===== src/hdl/bn_pkg.sv =====
package bn_pkg;

  // Command codes of an input beat.
  localparam logic [2:0] CMD_SCALE  = 3'd0;
  localparam logic [2:0] CMD_SHIFT  = 3'd1;
  localparam logic [2:0] CMD_MEAN   = 3'd2;
  localparam logic [2:0] CMD_VAR    = 3'd3;
  localparam logic [2:0] CMD_SAMPLE = 3'd4;

  // Configuration register indexes.
  localparam logic [1:0] CFG_MODE = 2'd0;
  localparam logic [1:0] CFG_EPS  = 2'd1;
  localparam logic [1:0] CFG_MOM  = 2'd2;

  localparam logic [16:0] ONE_Q16   = 17'd65536;
  localparam logic [16:0] EPS_RST   = 17'd1;
  localparam logic [16:0] MOM_RST   = 17'd6554;

  // Shared divider and root widths.
  localparam int DIV_W = 56;
  localparam int DSR_W = 24;
  localparam int RAD_W = 48;
  localparam int ROOT_W = 24;

  typedef struct packed {
    logic [2:0]         command;
    logic [5:0]         channel;
    logic signed [31:0] value;
    logic               last;
  } in_item_t;

  typedef struct packed {
    logic signed [31:0] normalized;
    logic [5:0]         out_channel;
    logic               out_last;
    logic signed [31:0] new_running_mean;
    logic [30:0]        new_running_variance;
  } out_item_t;

  typedef enum logic [4:0] {
    OP_NONE,
    OP_TBL_WRITE,
    OP_PUSH,
    OP_MEAN_START,
    OP_MEAN_DONE,
    OP_V_DIFF,
    OP_V_SQ,
    OP_V_ACC,
    OP_VDIV_START,
    OP_VDIV_DONE,
    OP_BLEND_MUL,
    OP_BLEND_SUM,
    OP_INF_SETUP,
    OP_SQRT_START,
    OP_INV_START,
    OP_INV_DONE,
    OP_INV_SAT,
    OP_N_DIFF,
    OP_N_MUL1,
    OP_N_XH,
    OP_N_MUL2,
    OP_N_OUT,
    OP_BATCH_END
  } op_t;

  typedef struct packed {
    op_t op;
  } bn_cmd_t;

  typedef struct packed {
    logic ignore;
    logic is_table;
    logic training;
    logic last;
    logic cnt_zero;
    logic k_last;
    logic div_done;
    logic sqrt_done;
    logic rad_zero;
    logic out_busy;
    logic batch;
  } bn_status_t;

endpackage


===== src/hdl/bn_ctrl.sv =====
module bn_ctrl import bn_pkg::*; (
  input  logic       clk,
  input  logic       rst,
  input  logic       accept,
  input  bn_status_t st,
  output bn_cmd_t    cmd,
  output logic       idle
);

  typedef enum logic [4:0] {
    S_IDLE, S_DISPATCH, S_B_CHECK, S_MEAN_WAIT, S_V_ADDR, S_V_DIFF, S_V_SQ,
    S_V_ACC, S_VDIV_START, S_VDIV_WAIT, S_BLEND_MUL, S_BLEND_SUM, S_INF_SETUP,
    S_RAD, S_SQRT_WAIT, S_INV_WAIT, S_N_ADDR, S_N_DIFF, S_N_MUL1, S_N_XH,
    S_N_MUL2, S_N_OUT, S_BATCH_END
  } state_t;

  state_t state, state_next;

  assign idle = state == S_IDLE;

  always_comb begin
    state_next = state;
    cmd.op     = OP_NONE;
    case (state)
      S_IDLE: begin
        if (accept) begin
          state_next = S_DISPATCH;
        end
      end
      S_DISPATCH: begin
        if (st.ignore) begin
          state_next = S_IDLE;
        end else if (st.is_table) begin
          cmd.op     = OP_TBL_WRITE;
          state_next = S_IDLE;
        end else if (!st.training) begin
          state_next = S_INF_SETUP;
        end else begin
          cmd.op     = OP_PUSH;
          state_next = st.last ? S_B_CHECK : S_IDLE;
        end
      end
      S_B_CHECK: begin
        if (st.cnt_zero) begin
          state_next = S_IDLE;
        end else begin
          cmd.op     = OP_MEAN_START;
          state_next = S_MEAN_WAIT;
        end
      end
      S_MEAN_WAIT: begin
        if (st.div_done) begin
          cmd.op     = OP_MEAN_DONE;
          state_next = S_V_ADDR;
        end
      end
      S_V_ADDR: state_next = S_V_DIFF;
      S_V_DIFF: begin
        cmd.op     = OP_V_DIFF;
        state_next = S_V_SQ;
      end
      S_V_SQ: begin
        cmd.op     = OP_V_SQ;
        state_next = S_V_ACC;
      end
      S_V_ACC: begin
        cmd.op     = OP_V_ACC;
        state_next = st.k_last ? S_VDIV_START : S_V_ADDR;
      end
      S_VDIV_START: begin
        cmd.op     = OP_VDIV_START;
        state_next = S_VDIV_WAIT;
      end
      S_VDIV_WAIT: begin
        if (st.div_done) begin
          cmd.op     = OP_VDIV_DONE;
          state_next = S_BLEND_MUL;
        end
      end
      S_BLEND_MUL: begin
        cmd.op     = OP_BLEND_MUL;
        state_next = S_BLEND_SUM;
      end
      S_BLEND_SUM: begin
        cmd.op     = OP_BLEND_SUM;
        state_next = S_RAD;
      end
      S_INF_SETUP: begin
        cmd.op     = OP_INF_SETUP;
        state_next = S_RAD;
      end
      S_RAD: begin
        if (st.rad_zero) begin
          cmd.op     = OP_INV_SAT;
          state_next = S_N_ADDR;
        end else begin
          cmd.op     = OP_SQRT_START;
          state_next = S_SQRT_WAIT;
        end
      end
      S_SQRT_WAIT: begin
        if (st.sqrt_done) begin
          cmd.op     = OP_INV_START;
          state_next = S_INV_WAIT;
        end
      end
      S_INV_WAIT: begin
        if (st.div_done) begin
          cmd.op     = OP_INV_DONE;
          state_next = S_N_ADDR;
        end
      end
      S_N_ADDR: state_next = S_N_DIFF;
      S_N_DIFF: begin
        cmd.op     = OP_N_DIFF;
        state_next = S_N_MUL1;
      end
      S_N_MUL1: begin
        cmd.op     = OP_N_MUL1;
        state_next = S_N_XH;
      end
      S_N_XH: begin
        cmd.op     = OP_N_XH;
        state_next = S_N_MUL2;
      end
      S_N_MUL2: begin
        cmd.op     = OP_N_MUL2;
        state_next = S_N_OUT;
      end
      S_N_OUT: begin
        if (!st.out_busy) begin
          cmd.op = OP_N_OUT;
          if (!st.batch) begin
            state_next = S_IDLE;
          end else if (st.k_last) begin
            state_next = S_BATCH_END;
          end else begin
            state_next = S_N_ADDR;
          end
        end
      end
      S_BATCH_END: begin
        cmd.op     = OP_BATCH_END;
        state_next = S_IDLE;
      end
      default: state_next = S_IDLE;
    endcase
  end

  always_ff @(posedge clk) begin
    if (rst) begin
      state <= S_IDLE;
    end else begin
      state <= state_next;
    end
  end

endmodule


===== config.mk =====
export PLATFORM = sky130hd
export DESIGN_NAME = bn_ctrl
export DESIGN_NICKNAME = d
export VERILOG_FILES = /design/src/hdl/bn_pkg.sv /design/src/hdl/bn_ctrl.sv
export SDC_FILE = /design/constraint.sdc
export NUM_CORES = 1
export LEC_CHECK = 0
export BUFFER_PORTS_ARGS = -buffer_cell sky130_fd_sc_hd__buf_2
export CAP_MARGIN = 20
export CELL_PAD_IN_SITES_DETAIL_PLACEMENT = 2
export CELL_PAD_IN_SITES_GLOBAL_PLACEMENT = 2
export CORE_MARGIN = 1.5
export CORE_UTILIZATION = 31
export CTS_BUF_LIST = sky130_fd_sc_hd__clkbuf_4
export DETAILED_ROUTE_END_ITERATION = 8
export GPL_TIMING_DRIVEN = 1
export PLACE_DENSITY = 0.89
export SYNTH_ARGS = -nofsm -noshare
export SYNTH_HDL_FRONTEND = slang
export SYNTH_SLANG_ARGS = --single-unit

===== constraint.sdc =====
create_clock -name clk -period 2.3 [get_ports clk]
set_input_delay 0.23 -clock clk [delete_from_list [all_inputs] [get_ports clk]]
set_output_delay 0.23 -clock clk [all_outputs]
set_load 0.03 [all_outputs]

==> results.yml <==
timing:
  setup_viol: 0
  setup_ws_ns: 0.155
  rsz0062_at_grt: "false"
  slew_viol_final: 0
  max_slew.worst_pin.slew_ns: 0.498
  maxSlewHeadroom_pct: 66.4
  tns_ns: 0
  hold_slack_ns: 0.231
  finClkSkew_ns: 0.00764
  max_freq_mhz: 466
  hold_viol_final: 0
  post-route-period-util_pct: 93.3
  fin_crit_ns: 2.15
layout:
  final_cells: 167
  reg_top3: "state (5)"
  final_common_cell: "buf_2"
  final_cell_mix: "buf_2, nand2_1, nor2_1"
  largest_register_ffs: 5
  drive_gt1_share_pct: 27.0
  top_register: "state"
  antennaDiodeCount: 0
  nFillCells: 308
  synthToLayoutAreaGrowth_pct: 18.1
  finalNetCount: 152
worst_setup_path:
  slowest_delay_ns: 0.46
  cp_slowest_cell: "dfxtp_1"
  path_delay_family: "buffers and inverters"
  crit_path_end_kind: "output pin"
  critPathMaxFanout: 23
  critPathKind: "flop to output pin"
  r2r-start: "state[1]"
  startpoint_type: "flop"
  startpoint: "state[1]"
  cp.required_ns: 2.07
  crit_end: "cmd[0]"
  cp_cell_sequence: "buf_4 > nor4b_1 > a31oi_1 > o22ai_1 > a21oi_1 > nand2_1 > buf_2"
  cp_num_cells: 7
  cp.buffers_inverters: 2
  r2r-end: "state[2]"
  crit_arrival_ns: 1.92
  reg2reg_setup_slack_ns: 0.34
  rr_worst_depth: 5
clock_network:
  clk_pin_slew_worst_paths_ns: 0.06
  cts-resized-gates: 0
  cts_tree: "yes"
  postCtsHoldBufs: 0
  worstSkewPairLatency_ns: 0.26
  htree_num_levels: 1
  root_buffer: "clkbuf_4"
  clockBufferDepth: 2
  cts.sinks: 5
  cts_made_buffers: 3
  post_cts_buffers: 0
run_status:
  status: "completed"
synth:
  ys_types: 42
  syn-cell-area_sq_um: 795
  synth.ff_latch_count: 5
  ys.flop_type: "dfxtp_1"
  seq_area_frac_synth_pct: 12.6
  synth_fp_nets: 134
  syn_avg_cell_area_sq_um: 6.62
  async_flop_share_pct: 0
  yosysWarnings: 0
  synth_edf_count: 0
  netlist_instances: 120
floorplan:
  die-area_sq_um: 2880
  die_x_um: 53.6
  boundaryPins: 20
  core-area_sq_um: 2450
  dieHeight_um: 53.6
  std_cell_rows: 18
  start_util_pct: 32.4
global_routing:
  grtUsageMet3_pct: 4.17
  groute.usage.overall_pct: 28.5
  grt_pass1_wl_um: 5740
  antenna_found_initial: 0
  grt_max_degree: 24
  grt_overflow: 0
  grt_pass1_vias: 1053
  use_met2_pct: 45.9
  grt_use_met1_pct: 39.8
  grt-busiest-layer: "met2"
placed_design:
  dp_slack_ns: 0.302
  dp.cells: 163
  place.gp.congestion: 0.898
  io_buffers: 19
  dp.final_hpwl_um: 2660
power_and_ir_drop:
  total_power_uw: 392
  leakage_uw: 0.000361
  powerDensity_nw_per_um2: 417
  ir_worst_vdd_v: 0.000276
detailed_routing:
  drc: 0
  viasPerCell: 6.31
  drtPass1Iterations: 4
  drt_iter0_markers: 34
  antenna_left: 0
  routed_wl_um: 3630
  via_count: 1053
  wl_per_cell_um: 21.7
min_path:
  holdCritPathClass: "primary input to flop"
flow_run:
  drv_cap: 0
-- synthesized netlist by cell type, types with 2 or more instances --
library cell,n,area (sq um)
a21oi_1,7,35.0
a2bb2oi_1,3,26.3
a311oi_1,2,17.5
a31oi_1,4,25.0
and3_1,3,18.8
buf_1,2,7.51
buf_2,4,20.0
buf_6,2,22.5
clkbuf_1,3,11.3
dfxtp_1,5,100
inv_1,7,26.3
nand2_1,13,48.8
nand2b_1,2,12.5
nand3_1,4,20.0
nand4_1,4,25.0
nor2_1,12,45.0
nor2b_1,4,25.0
o211ai_1,2,15.0
o21ai_0,6,30.0
o22ai_1,6,37.5
o2bb2ai_1,3,26.3
o32ai_1,2,17.5
-- worst min-delay path by stage --
stage / slack (ns) / cells after the start / start / endpoint
6_report: 0.23 / 2 / rst / state[4]
5_1_grt: 0.24 / 2 / rst / state[4]
4_1_cts: 0.23 / 2 / rst / state[4]
3_5_place_dp: 0.49 / 2 / rst / state[4]
3_3_place_gp: 0.49 / 2 / rst / state[0]
2_1_floorplan: 0.34 / 1 / rst / state[0]
-- routing by layer --
layer	vias to the layer above	share of wire (%)
met5	-	0
met1	520	45
li1	488	-
met2	41	49
met3	4	4.7
met4	0	1.1
-- logic make-up (layout without fill, tap and decap cells) --
| kind of cell | count (synthesis) | count (layout) | synth area share [%] |
|---|---|---|---|
| mux | 1 | 1 | 1.42 |
| xor+xnor | 2 | 2 | 2.21 |
| simple gates | 49 | 49 | 31.7 |
| buf+inv | 18 | 35 | 11.0 |
| flops | 5 | 5 | 12.6 |
| compound gates | 45 | 45 | 41.1 |
-- per-stage QoR --
step	utilization [%]	cell area [sq um]
CTS	38.0	933
finish	38.2	938
floorplan	-	795
detailed placement	36.8	903
global placement	36.8	903
global route	38.2	938
-- layout make-up --
cell class                 instances  area, sq um  area share (%)
clock buffer                       4         30.0            3.20
inverter                           7         26.3            2.80
timing repair buffer              24          133            14.1
multi-input combinational         97          607            64.7
sequential                         5          105            11.2
tap                               30         37.5            4.00
-- where the power goes --
group / internal [uW] / switching (uW)
logic: 58.9 / 94.0
clock network: 78.2 / 48.6
registers: 92.2 / 19.9
(Power assumes the default switching activity.)
